==> src/hw/rtl/mi4_pkg.sv <==
// Shared types, constants and index helpers for the 4x4 matrix inverse block.
// No dependencies; imported by mi4_div and matrix4_inverse_top.
package mi4_pkg;

    localparam int ElemW  = 15;   // input element, Q.8
    localparam int ResW   = 16;   // inverse element, Q8.8
    localparam int PosW   = 4;
    localparam int CofW   = 46;   // cofactor, Q.24
    localparam int ProdW  = 61;   // shared multiplier result
    localparam int DetW   = 62;   // determinant, Q.32
    localparam int DivW   = 62;   // divider operand width
    localparam int DivCntW = 6;
    localparam int FracSh = 16;

    localparam logic signed [ResW-1:0] ResMax = 16'sh7FFF;
    localparam logic signed [ResW-1:0] ResMin = 16'sh8000;

    typedef struct packed {
        logic busy;
        logic done;
    } div_status_t;

    // Column offset used by row t of permutation p, p in 0..5.
    function automatic logic [1:0] perm_col(input logic [2:0] p, input logic [1:0] t);
        logic [5:0] cols;
        case (p)
            3'd0:    cols = {2'd2, 2'd1, 2'd0};
            3'd1:    cols = {2'd1, 2'd2, 2'd0};
            3'd2:    cols = {2'd2, 2'd0, 2'd1};
            3'd3:    cols = {2'd0, 2'd2, 2'd1};
            3'd4:    cols = {2'd1, 2'd0, 2'd2};
            default: cols = {2'd0, 2'd1, 2'd2};
        endcase
        case (t)
            2'd0:    perm_col = cols[1:0];
            2'd1:    perm_col = cols[3:2];
            default: perm_col = cols[5:4];
        endcase
    endfunction

    // Odd permutations subtract their product.
    function automatic logic perm_neg(input logic [2:0] p);
        perm_neg = (p == 3'd1) || (p == 3'd2) || (p == 3'd5);
    endfunction

    // Matrix index of minor entry (t, perm) with row i and column j removed.
    function automatic logic [3:0] minor_addr(input logic [1:0] i, input logic [1:0] j,
                                              input logic [2:0] p, input logic [1:0] t);
        logic [1:0] r;
        logic [1:0] c;
        logic [1:0] pc;
        pc = perm_col(p, t);
        r  = (t < i) ? t : t + 2'd1;
        c  = (pc < j) ? pc : pc + 2'd1;
        minor_addr = {r, c};
    endfunction

endpackage

==> src/hw/rtl/mi4_div.sv <==
// Restoring unsigned divider, one quotient bit per cycle.
// Depends on mi4_pkg for widths and the status struct.
module mi4_div
    import mi4_pkg::*;
(
    input  logic              clk,
    input  logic              rst_n,
    input  logic              start,
    input  logic [DivW-1:0]   num,
    input  logic [DivW-1:0]   den,
    output logic [DivW-1:0]   quot,
    output div_status_t       status
);

    logic [DivW-1:0]    num_reg, num_next;
    logic [DivW-1:0]    den_reg, den_next;
    logic [DivW-1:0]    rem_reg, rem_next;
    logic [DivW-1:0]    q_reg, q_next;
    logic [DivCntW-1:0] cnt_reg, cnt_next;
    logic               busy_reg, busy_next;
    logic               done_reg, done_next;
    logic [DivW:0]      trial;
    logic               fits;

    // Shift in the next numerator bit and try the subtract
    assign trial = {rem_reg, num_reg[DivW-1]};
    assign fits  = trial >= {1'b0, den_reg};

    always_comb
    begin
        num_next  = num_reg;
        den_next  = den_reg;
        rem_next  = rem_reg;
        q_next    = q_reg;
        cnt_next  = cnt_reg;
        busy_next = busy_reg;
        done_next = 1'b0;
        if (start)
        begin
            num_next  = num;
            den_next  = den;
            rem_next  = '0;
            q_next    = '0;
            cnt_next  = DivCntW'(DivW - 1);
            busy_next = 1'b1;
        end
        else if (busy_reg)
        begin
            rem_next = fits ? DivW'(trial - {1'b0, den_reg}) : trial[DivW-1:0];
            q_next   = {q_reg[DivW-2:0], fits};
            num_next = {num_reg[DivW-2:0], 1'b0};
            cnt_next = cnt_reg - 1'b1;
            if (cnt_reg == '0)
            begin
                busy_next = 1'b0;
                done_next = 1'b1;
            end
        end
    end

    always_ff @(posedge clk or negedge rst_n)
    begin
        if (!rst_n)
        begin
            busy_reg <= 1'b0;
            done_reg <= 1'b0;
            cnt_reg  <= '0;
        end
        else
        begin
            busy_reg <= busy_next;
            done_reg <= done_next;
            cnt_reg  <= cnt_next;
        end
    end

    always_ff @(posedge clk)
    begin
        num_reg <= num_next;
        den_reg <= den_next;
        rem_reg <= rem_next;
        q_reg   <= q_next;
    end

    assign quot          = q_reg;
    assign status.busy   = busy_reg;
    assign status.done   = done_reg;

endmodule

==> src/hw/rtl/matrix4_inverse_top.sv <==
// 4x4 matrix inverse top level: element store, cofactor sequencer, output word.
// Depends on mi4_pkg and mi4_div.
//
// Sixteen elements are taken in row-major order, one a cycle. The block then
// stalls its input and works on one shared 46x15 multiplier: each cofactor is
// six triple products, each a fetch, two multiplies and an accumulate, plus a
// write of the signed cofactor; the four row-0 cofactors each also add a
// determinant term. If the determinant is zero one singular word follows.
// Otherwise each of the 16 inverse words comes from the bit-serial divider.
// The input stays stalled until the last word of a matrix has been issued, so
// a new matrix cannot be loaded before the previous one is through.
module matrix4_inverse_top
    import mi4_pkg::*;
(
    input  logic                   clk,
    input  logic                   rst_n,
    input  logic                   in_valid,
    output logic                   in_stall,
    input  logic signed [ElemW-1:0] element,
    output logic                   out_valid,
    input  logic                   out_stall,
    output logic signed [ResW-1:0] inverse_element,
    output logic [PosW-1:0]        position,
    output logic                   singular,
    output logic                   last
);

    typedef enum logic [4:0] {
        S_LOAD   = 5'b00001,
        S_COF    = 5'b00010,
        S_DSTART = 5'b00100,
        S_DWAIT  = 5'b01000,
        S_EMIT   = 5'b10000
    } state_t;

    state_t state_reg, state_next;

    logic signed [ElemW-1:0] mat_reg [16];
    logic signed [CofW-1:0]  cst_reg [16];

    logic [3:0]  cnt_reg, cnt_next;
    logic [3:0]  cf_reg, cf_next;
    logic [2:0]  p_reg, p_next;
    logic [2:0]  ph_reg, ph_next;
    logic [3:0]  k_reg, k_next;

    logic signed [ElemW-1:0] rd_reg, rd_next;
    logic signed [ElemW-1:0] opa_reg, opa_next;
    logic signed [ProdW-1:0] prod_reg, prod_next;
    logic signed [CofW-1:0]  acc_reg, acc_next;
    logic signed [CofW-1:0]  cof_reg, cof_next;
    logic signed [DetW-1:0]  det_reg, det_next;
    logic signed [ResW-1:0]  res_reg, res_next;
    logic                    sing_reg, sing_next;

    logic                    ov_reg, ov_next;
    logic signed [ResW-1:0]  oe_reg, oe_next;
    logic [PosW-1:0]         op_reg, op_next;
    logic                    os_reg, os_next;
    logic                    ol_reg, ol_next;

    logic                    load_acc;
    logic                    cof_wr;
    logic [1:0]              ci, cj;
    logic [3:0]              rd_addr;
    logic signed [CofW-1:0]  mul_a;
    logic signed [ProdW-1:0] mul_y;
    logic signed [CofW-1:0]  cof_val;
    logic signed [CofW-1:0]  cst_rd;
    logic                    neg;
    logic [CofW-1:0]         cmag;
    logic [DivW-1:0]         dnum, dden;
    logic [DivW-1:0]         quot;
    logic                    dstart;
    div_status_t             div_st;

    assign ci = cf_reg[3:2];
    assign cj = cf_reg[1:0];

    // Pick the matrix word the sequencer needs next
    always_comb
    begin
        case (ph_reg)
            3'd0:    rd_addr = minor_addr(ci, cj, p_reg, 2'd1);
            3'd1:    rd_addr = minor_addr(ci, cj, p_reg, 2'd2);
            3'd4:    rd_addr = cf_reg;
            default: rd_addr = minor_addr(ci, cj, p_reg, 2'd0);
        endcase
    end

    // Shared multiplier
    always_comb
    begin
        case (ph_reg)
            3'd1:    mul_a = CofW'(opa_reg);
            3'd2:    mul_a = CofW'($signed(prod_reg[29:0]));
            default: mul_a = cof_reg;
        endcase
    end
    assign mul_y = ProdW'(mul_a * rd_reg);

    // Cofactor sign follows the checkerboard
    assign cof_val = (ci[0] ^ cj[0]) ? -acc_reg : acc_reg;

    // Divider operands from magnitudes
    assign cst_rd = cst_reg[k_reg];
    assign neg    = cst_rd[CofW-1] ^ det_reg[DetW-1];
    assign cmag   = cst_rd[CofW-1] ? CofW'(-cst_rd) : CofW'(cst_rd);
    assign dnum   = {cmag, {FracSh{1'b0}}};
    assign dden   = det_reg[DetW-1] ? DivW'(-det_reg) : DivW'(det_reg);

    mi4_div u_div (
        .clk    (clk),
        .rst_n  (rst_n),
        .start  (dstart),
        .num    (dnum),
        .den    (dden),
        .quot   (quot),
        .status (div_st)
    );

    // Sequencer
    always_comb
    begin
        state_next = state_reg;
        cnt_next   = cnt_reg;
        cf_next    = cf_reg;
        p_next     = p_reg;
        ph_next    = ph_reg;
        k_next     = k_reg;
        rd_next    = rd_reg;
        opa_next   = opa_reg;
        prod_next  = prod_reg;
        acc_next   = acc_reg;
        cof_next   = cof_reg;
        det_next   = det_reg;
        res_next   = res_reg;
        sing_next  = sing_reg;
        ov_next    = ov_reg;
        oe_next    = oe_reg;
        op_next    = op_reg;
        os_next    = os_reg;
        ol_next    = ol_reg;
        load_acc   = 1'b0;
        cof_wr     = 1'b0;
        dstart     = 1'b0;

        // Drop the output word once taken
        if (ov_reg && !out_stall)
            ov_next = 1'b0;

        case (state_reg)
            S_LOAD:
            begin
                load_acc = in_valid;
                if (in_valid)
                begin
                    cnt_next = cnt_reg + 1'b1;
                    if (cnt_reg == 4'd15)
                    begin
                        state_next = S_COF;
                        cf_next    = '0;
                        p_next     = '0;
                        ph_next    = 3'd7;
                        acc_next   = '0;
                        det_next   = '0;
                    end
                end
            end
            S_COF:
            begin
                case (ph_reg)
                    3'd0:
                    begin
                        opa_next = rd_reg;
                        rd_next  = mat_reg[rd_addr];
                        ph_next  = 3'd1;
                    end
                    3'd1:
                    begin
                        prod_next = mul_y;
                        rd_next   = mat_reg[rd_addr];
                        ph_next   = 3'd2;
                    end
                    3'd2:
                    begin
                        prod_next = mul_y;
                        ph_next   = 3'd3;
                    end
                    3'd3:
                    begin
                        acc_next = perm_neg(p_reg)
                                   ? acc_reg - CofW'($signed(prod_reg[44:0]))
                                   : acc_reg + CofW'($signed(prod_reg[44:0]));
                        if (p_reg == 3'd5)
                            ph_next = 3'd4;
                        else
                        begin
                            p_next  = p_reg + 1'b1;
                            ph_next = 3'd6;
                        end
                    end
                    3'd4:
                    begin
                        cof_wr   = 1'b1;
                        cof_next = cof_val;
                        rd_next  = mat_reg[rd_addr];
                        acc_next = '0;
                        p_next   = '0;
                        if (ci == 2'd0)
                            ph_next = 3'd5;
                        else if (cf_reg == 4'd15)
                        begin
                            if (det_reg == '0)
                            begin
                                sing_next  = 1'b1;
                                res_next   = '0;
                                k_next     = '0;
                                state_next = S_EMIT;
                            end
                            else
                            begin
                                sing_next  = 1'b0;
                                k_next     = '0;
                                state_next = S_DSTART;
                            end
                        end
                        else
                        begin
                            cf_next = cf_reg + 1'b1;
                            ph_next = 3'd7;
                        end
                    end
                    3'd5:
                    begin
                        prod_next = mul_y;
                        ph_next   = 3'd6;
                        p_next    = 3'd6;
                    end
                    3'd6:
                    begin
                        // Either accumulate the determinant term or fetch a new product
                        if (p_reg == 3'd6)
                        begin
                            det_next = det_reg + DetW'(prod_reg);
                            cf_next  = cf_reg + 1'b1;
                            p_next   = '0;
                            ph_next  = 3'd7;
                        end
                        else
                        begin
                            rd_next = mat_reg[rd_addr];
                            ph_next = 3'd0;
                        end
                    end
                    default:
                    begin
                        rd_next = mat_reg[rd_addr];
                        ph_next = 3'd0;
                    end
                endcase
            end
            S_DSTART:
            begin
                dstart     = 1'b1;
                state_next = S_DWAIT;
            end
            S_DWAIT:
            begin
                if (div_st.done)
                begin
                    if (!neg)
                        res_next = (quot > DivW'(32767)) ? ResMax : ResW'(quot);
                    else
                        res_next = (quot > DivW'(32768)) ? ResMin : ResW'(-quot);
                    state_next = S_EMIT;
                end
            end
            S_EMIT:
            begin
                if (!ov_reg || !out_stall)
                begin
                    ov_next = 1'b1;
                    oe_next = res_reg;
                    op_next = k_reg;
                    os_next = sing_reg;
                    ol_next = sing_reg || (k_reg == 4'd15);
                    if (sing_reg || (k_reg == 4'd15))
                        state_next = S_LOAD;
                    else
                    begin
                        k_next     = k_reg + 1'b1;
                        state_next = S_DSTART;
                    end
                end
            end
            default:
            begin
                state_next = S_LOAD;
            end
        endcase
    end

    // Control registers
    always_ff @(posedge clk or negedge rst_n)
    begin
        if (!rst_n)
        begin
            state_reg <= S_LOAD;
            cnt_reg   <= '0;
            cf_reg    <= '0;
            p_reg     <= '0;
            ph_reg    <= '0;
            k_reg     <= '0;
            ov_reg    <= 1'b0;
            det_reg   <= '0;
            sing_reg  <= 1'b0;
        end
        else
        begin
            state_reg <= state_next;
            cnt_reg   <= cnt_next;
            cf_reg    <= cf_next;
            p_reg     <= p_next;
            ph_reg    <= ph_next;
            k_reg     <= k_next;
            ov_reg    <= ov_next;
            det_reg   <= det_next;
            sing_reg  <= sing_next;
        end
    end

    // Datapath and stores
    always_ff @(posedge clk)
    begin
        rd_reg   <= rd_next;
        opa_reg  <= opa_next;
        prod_reg <= prod_next;
        acc_reg  <= acc_next;
        cof_reg  <= cof_next;
        res_reg  <= res_next;
        oe_reg   <= oe_next;
        op_reg   <= op_next;
        os_reg   <= os_next;
        ol_reg   <= ol_next;
        if (load_acc)
            mat_reg[cnt_reg] <= element;
        if (cof_wr)
            cst_reg[{cj, ci}] <= cof_val;
    end

    assign in_stall        = (state_reg != S_LOAD);
    assign out_valid       = ov_reg;
    assign inverse_element = oe_reg;
    assign position        = op_reg;
    assign singular        = os_reg;
    assign last            = ol_reg;

    // Singular word carries fixed fields
    a_sing_word: assert property (@(posedge clk) disable iff (!rst_n)
        (out_valid && singular) |-> (last && inverse_element == '0 && position == '0))
        else $error("singular word with bad fields");

    // Divider finishes only while awaited
    a_div_done: assert property (@(posedge clk) disable iff (!rst_n)
        div_st.done |-> (state_reg == S_DWAIT))
        else $error("divider done outside wait state");

    // Determinant term only for row-0 cofactors
    a_det_row: assert property (@(posedge clk) disable iff (!rst_n)
        (state_reg == S_COF && ph_reg == 3'd5) |-> (ci == 2'd0))
        else $error("determinant term outside row 0");

endmodule
==> config.mk <==
export PLATFORM = sky130hd
export DESIGN_NAME = matrix4_inverse_top
export DESIGN_NICKNAME = d
export VERILOG_FILES = /design/src/hw/rtl/mi4_pkg.sv /design/src/hw/rtl/mi4_div.sv /design/src/hw/rtl/matrix4_inverse_top.sv
export SDC_FILE = /design/constraint.sdc
export NUM_CORES = 2
export LEC_CHECK = 0
export BUFFER_PORTS_ARGS = -buffer_cell sky130_fd_sc_hd__buf_2
export CORE_ASPECT_RATIO = 1.75
export CORE_UTILIZATION = 46
export DETAILED_ROUTE_END_ITERATION = 7
export GPL_TIMING_DRIVEN = 0
export PLACE_DENSITY_LB_ADDON = 0.15
export REMOVE_ABC_BUFFERS = 1
export SLEW_MARGIN = 10
export SYNTH_ARGS = -nofsm -noshare
export SYNTH_HDL_FRONTEND = slang
export SYNTH_SLANG_ARGS = --single-unit
==> constraint.sdc <==
create_clock -name clk -period 8.7 [get_ports clk]
set_clock_uncertainty 0.05 [all_clocks]
set_input_delay 1.74 -clock clk [delete_from_list [all_inputs] [get_ports clk]]
set_output_delay 1.74 -clock clk [all_outputs]
set_load 0.1 [all_outputs]
; Word-level counts from Yosys, hierarchy flattened
; Memories as Yosys holds them, arrays and structs flattened.
; Index checks and enable logic that the tools add are counted.
[totals]
regBits = 548
ram_bits = 976
in_bits = 19
n_memories = 2
[op_classes]
add_sub_neg = 16
multipliers = 1
n_lt_le_gt_ge = 9
eq_ne = 41
n_mux = 96
bitwise = 4
reduce_logical = 34
[mem_list]
columns = memory, depth, word_bits, rd, rd_clocked_by_memory_dff, wr, line
row1 = cst_reg, 16, 46, 1, 0, 1, matrix4_inverse_top.sv:39  ; logic signed [CofW-1:0] cst_reg [16];
row2 = mat_reg, 16, 15, 1, 0, 1, matrix4_inverse_top.sv:38  ; logic signed [ElemW-1:0] mat_reg [16];
[op_table]
columns = cell, n
row1 = $mux W62, 7
row2 = $pmux W46 S2, 3
row3 = $mux W46, 5
row4 = $mux W16, 8
row5 = $pmux W62 S2, 1
row6 = $neg A46 Y46, 2
row7 = $ge A63 B62 Y1, 1
row8 = $add A62 B61 Y62, 1
row9 = $gt A62 B15 Y1 const B, 1
row10 = $gt A62 B16 Y1 const B, 1
row11 = $logic_not A62 Y1, 1
row12 = $neg A62 Y62, 1
row13 = $sub A62 B62 Y62, 1
row14 = $mul A46 B15 Y61, 1
row15 = $mux W61, 1
row16 = $add A46 B45 Y46, 1
row17 = $sub A46 B45 Y46, 1
row18 = $mux W4, 10
row19 = $mux W5, 8
row20 = $pmux W16 S2, 1
row21 = $mux W3, 10
row22 = $pmux W15 S2, 1
row23 = $pmux W6 S5, 1
row24 = $pmux W5 S5, 1
row25 = 50 further kinds, 132

; Logic depth before layout (Yosys ltp)
; An unclocked memory read counts as a cell.
[depth]
word_depth = 9
mapped_depth = 34

; By module
; A second synthesis with hierarchy kept.
[hier_totals]
cells_unflattened = 8003
area_unflattened_um2 = 96058.4
[by_module_without_submodules]
columns = module, n_inst, cells_each, area_each_um2
row1 = matrix4_inverse_top, 1, 6604, 82241.4
row2 = mi4_div, 1, 1399, 13817.0

; Worst setup path after synthesis
; Ideal clock, no wire load.
[synth_path]
path_type = register -> register
startpoint = register ph_reg[0]
endpoint = register prod_reg[44], data pin
setup_ps = 266
arrival_ps = 8309
required_time_ps = 8384
slack_ps = 74
stages_incl_launch_ff = 31
synth_period_minus_slack_ps = 8626
path_cell_list = dfrtp_1 clkbuf_1 inv_1 nor3_1 and2_0 clkbuf_1 clkbuf_1 a221o_1 clkbuf_1 nand2_1 fa_1 inv_1 fa_1 fa_1 fa_1 fa_1 inv_1 fa_1 inv_1 ha_1 and4_1 nand3_1 nor2b_1 a21bo_2 a2111oi_0 o21ai_0 or2_2 and2_1 o21ai_0 a21oi_1 xnor2_1
[synth_between]
elab_chain_len = 3
word_cells_on_any_way = 4
cone_classes = mul: 1 / eq/ne: 2 / mux: 1
[synth_lines]
columns = element, line
row1 = "start, declared", matrix4_inverse_top.sv:44  ; logic [2:0] ph_reg, ph_next;
row2 = "start signal, assigned", matrix4_inverse_top.sv:325  ; ph_reg <= ph_next;
row3 = $eq A3 B2 Y1 or $eq A3 B1 Y1 (tied branches), matrix4_inverse_top.sv:94  ; case (ph_reg)
row4 = $pmux W46 S2 *, matrix4_inverse_top.sv:94
row5 = $mul A46 B15 Y61 *, matrix4_inverse_top.sv:100  ; assign mul_y = ProdW'(mul_a * rd_reg);
row6 = net mul_y[44], matrix4_inverse_top.sv:67  ; logic signed [ProdW-1:0] mul_y;
row7 = "end signal, assigned", matrix4_inverse_top.sv:338  ; prod_reg <= prod_next;
row8 = "end, declared", matrix4_inverse_top.sv:49  ; logic signed [ProdW-1:0] prod_reg, prod_next;
; Mark *: on every way through the listed nets, which the timed path passes. The rest lies on a longest branch.
; A chain may end at the register's enable or synchronous reset.

; Worst setup path after layout
[layout_path]
startpoint = register ph_reg[0]
endpoint = register prod_reg[51], data pin
; The elaborated chain is that of the path after synthesis.

==> impl_results.md <==
- Run status: complete, no violations
- H-tree depth: 4
- # DRC: 0
- Adder-Cell Fraction of Synth Area: 17.6%
- Critical Path RT: 9140 ps
- Ys async rst share: 6.23%
- Post-route setup slack: 206 ps
- Switching power: 0.00951 W
- Vias in the first global route: 67,400
- FILL cells: 17,800
- Clk pwr share: 24.8%
- Slew @ Worst Pin: 1210 ps
- Main combinational cell family by area after synthesis: adder cells
- Share of layout cells above drive strength 1: 11.1%
- GP Congestion: 0.967
- DRT Pass-1 Iters: 5
- Total global-route track usage: 25.1%
- HP Class: reg2reg
- Warnings, synthesis: 0
- Register share of total power: 34.1%
- Routed vias: 62,700
- Boundary pin count: 43
- GRT Residual Overflow: 0
- Max FFs per register: 736
- CTS buffer count: 152
- Setup violators final: 0
- Lkg Pwr: 42.9 nW
- Initial DRC count: 3,708
- Area Growth Syn to Fin: 12.6%
- Die Wd: 346 microns
- FF+latch count, synth: 1,524
- Sequential share of the synthesized area: 46.3%
- Synthesized area per cell: 11.7 sq um
- Clk Latency, worst-skew pair: 830 ps
- M3 GR Usage: 2.59%
- Synth Area in Compound Gates: 9.20%
- DP Worst Slack: -2980 ps
- DR vias/cell: 5.73
- Fin area: 107,000 sq um
- Largest stage delay on the critical path: 550 ps
- Post-layout util: 52.2%
- Highest clock rate: 0.118 GHz
- Reg clk slew, reported paths: 70 ps
- Largest net degree at the start of global routing: 81
- Met2 GRT Util: 47.3%
- Routed WL per cell: 23.8 microns
- Post-route ant nets: 0
- Power Density: 245 nW/um^2
- Clock Path Buffers: 4
- Met1 Track Usage GR: 27.0%
- GRT busiest layer: met2
- Netlist Area Pre-Place: 95,200 sq um
- Placed inst area: 101,000 sq um
- Slew headroom: 18.9%
- Synth Flop Type: edfxtp_1
- Area share of the largest cell type after synthesis: 41.2%
- Synth area leader: edfxtp_1
- CP max-delay cell: fa_1
- Core box area: 205,000 sq um
- XOR/XNOR Fraction of Synth Area: 3.90%
- First-pass GRT wire length: 398 mm
- Initial antenna violation count: 4
- Fin nets: 9,142
- Max-cap check violation count: 0
- Synth Instances: 8,128
- Worst Setup End Kind: register
- Routed wire length: 261 mm
- Critical path class: reg2reg
- Post-synthesis mux area share: 8.39%
- Root Buffer: clkbuf_16
- CTS tree: yes
- Crit-path max FO: 21
- Combinational power share: 41.1%
- Worst EP arrival: 8930 ps
- DIE AREA: 209,000 sq um
- Starting Density: 46.4%
- Tcrit/Tclk final: 97.6%
- Chip Height: 604 microns
- Simple-gate portion of the synthesized area: 9.62%
- Startpoint Class: register
- Post-DP HPWL: 188 mm
- EDFF count, synth: 1,305
- Switching share of total power: 36.3%
- Top cells by area, synth: edfxtp_1 41%, fa_1 13%, mux2i_1 4.7%, ha_1 4.4%, mux4_2 3.7%
- # port buffers: 42
- Minimum clock period: 8490 ps
- Internal: 0.0167 W
- IR drop worst, VDD: 211 uV
- Final Max Tran Viols: 0
- Final Hold Vio Count: 0
- CTS Sinks: 1,524
- Cell row count: 220
- Cell mode on critical path: fa_1
- Count of cell types in the netlist: 90
through the flow:
step                cells  hold WS (ps)  power [W]  setup TNS, ps
floorplan            7720           350     0.0164        -236490
global placement    10400           351     0.0191       -1298750
detailed placement  10600           355     0.0190         -49930
CTS                 10900           370     0.0260          -7.84
global route        10900           375     0.0277           -109
finish              10900           368     0.0262              0
area by class of cell:
| cell class | count | area (sq um) | area share, % |
|---|---|---|---|
| Antenna cell | 4 | 10.0 | 0.00934 |
| Clock buffer | 183 | 4060 | 3.78 |
| Clock inverter | 74 | 736 | 0.686 |
| Inverter | 843 | 3170 | 2.96 |
| Multi-Input combinational cell | 5354 | 47700 | 44.5 |
| Sequential cell | 1524 | 44100 | 41.1 |
| Tap cell | 2664 | 3330 | 3.11 |
| Timing Repair Buffer | 284 | 4050 | 3.78 |
per-layer routing:
layer,routed length [microns],vias up
met1,94000,32000
met4,16600,4
met3,9840,641
li1,-,28500
met5,23,-
met2,140000,1537
critical path: cells and delay by family (launching register included):
| kind | cells | cell delay, ps |
|---|---|---|
| XOR/XNOR | 1 | 150 |
| buffers and inverters | 10 | 1020 |
| AND/OR/NAND/NOR | 5 | 1190 |
| adder cells (fa/ha/maj) | 7 | 3450 |
| flip-flops | 1 | 470 |
| AO/OA/AOI/OAI | 8 | 1790 |
power groups by stage:
stage	registers, W	logic [W]	clock network, W
finish	0.00893	0.0108	0.00651
global route	0.00896	0.0119	0.00687
CTS	0.00893	0.0104	0.00666
detailed placement	0.00910	0.00994	0
global placement	0.00911	0.0100	0
floorplan	0.00896	0.00749	0
placed cells by master (no fill, tap or decap), types with 27 or more instances in the layout:
cell type,instances
nor2_1,363
and2_1,181
clkbuf_16,157
o21ai_0,394
o21bai_1,38
o41ai_1,27
o21a_1,31
xnor2_1,237
nand2_1,864
a211oi_1,29
a21o_1,153
a21oi_1,341
nand2b_1,41
nor4_1,41
buf_16,61
nand4_1,60
edfxtp_1,1305
fa_1,627
buf_4,83
nor2b_1,46
ha_1,323
dfrtp_1,85
mux4_2,155
o31ai_1,48
or3_1,46
inv_1,838
a22oi_1,37
nor3_1,72
buf_8,44
buf_12,31
nand3_1,57
a221oi_1,58
mux2i_1,446
a31oi_1,47
buf_2,41
dfxtp_1,124
and3_1,35
xor2_1,145
final timing paths:
kind / cells past startpoint / from / to / slack [ps]
max in group asynchronous: 2 / rst_n / k_reg[1] / 7040
worst min-delay path: 0 / res_reg[1] / inverse_element[1] / 370
worst max register to register: 31 / ph_reg[0] / prod_reg[51] / 210
worst max-delay path: 31 / ph_reg[0] / prod_reg[51] / 210
min in group asynchronous: 1 / rst_n / u_div.busy_reg / 760
worst min register to register: 0 / res_reg[1] / inverse_element[1] / 370
synth_stat cells (all sizes together) (49+ instances only):
| library cell | instances |
|---|---|
| inv | 843 |
| nand4 | 60 |
| nor3 | 78 |
| ha | 336 |
| buf | 86 |
| o31ai | 49 |
| edfxtp | 1305 |
| xor2 | 163 |
| nand3 | 61 |
| a21oi | 350 |
| mux2i | 446 |
| dfrtp | 94 |
| dfxtp | 124 |
| mux4 | 155 |
| o21ai | 410 |
| nand2 | 880 |
| and2 | 194 |
| clkbuf | 322 |
| xnor2 | 261 |
| a31oi | 49 |
| a21o | 153 |
| fa | 628 |
| nor2 | 384 |
| a221oi | 62 |
cells by family after synthesis:
group           after synthesis
compound gates             1391
xor+xnor                    424
fa+ha+maj                   964
buf+inv                    1251
flops                      1524
mux                         604
simple gates               1970
repair_timing:
action / CTS / global route
cloned: 0 / 1
hold buffers: 0 / 0
setup endpoints to repair: 39 / 15
setup buffers: 30 / 56
resized for setup: 125 / 58
pin swaps: 16 / 29
Note: power is estimated with default switching activity, not from simulation.
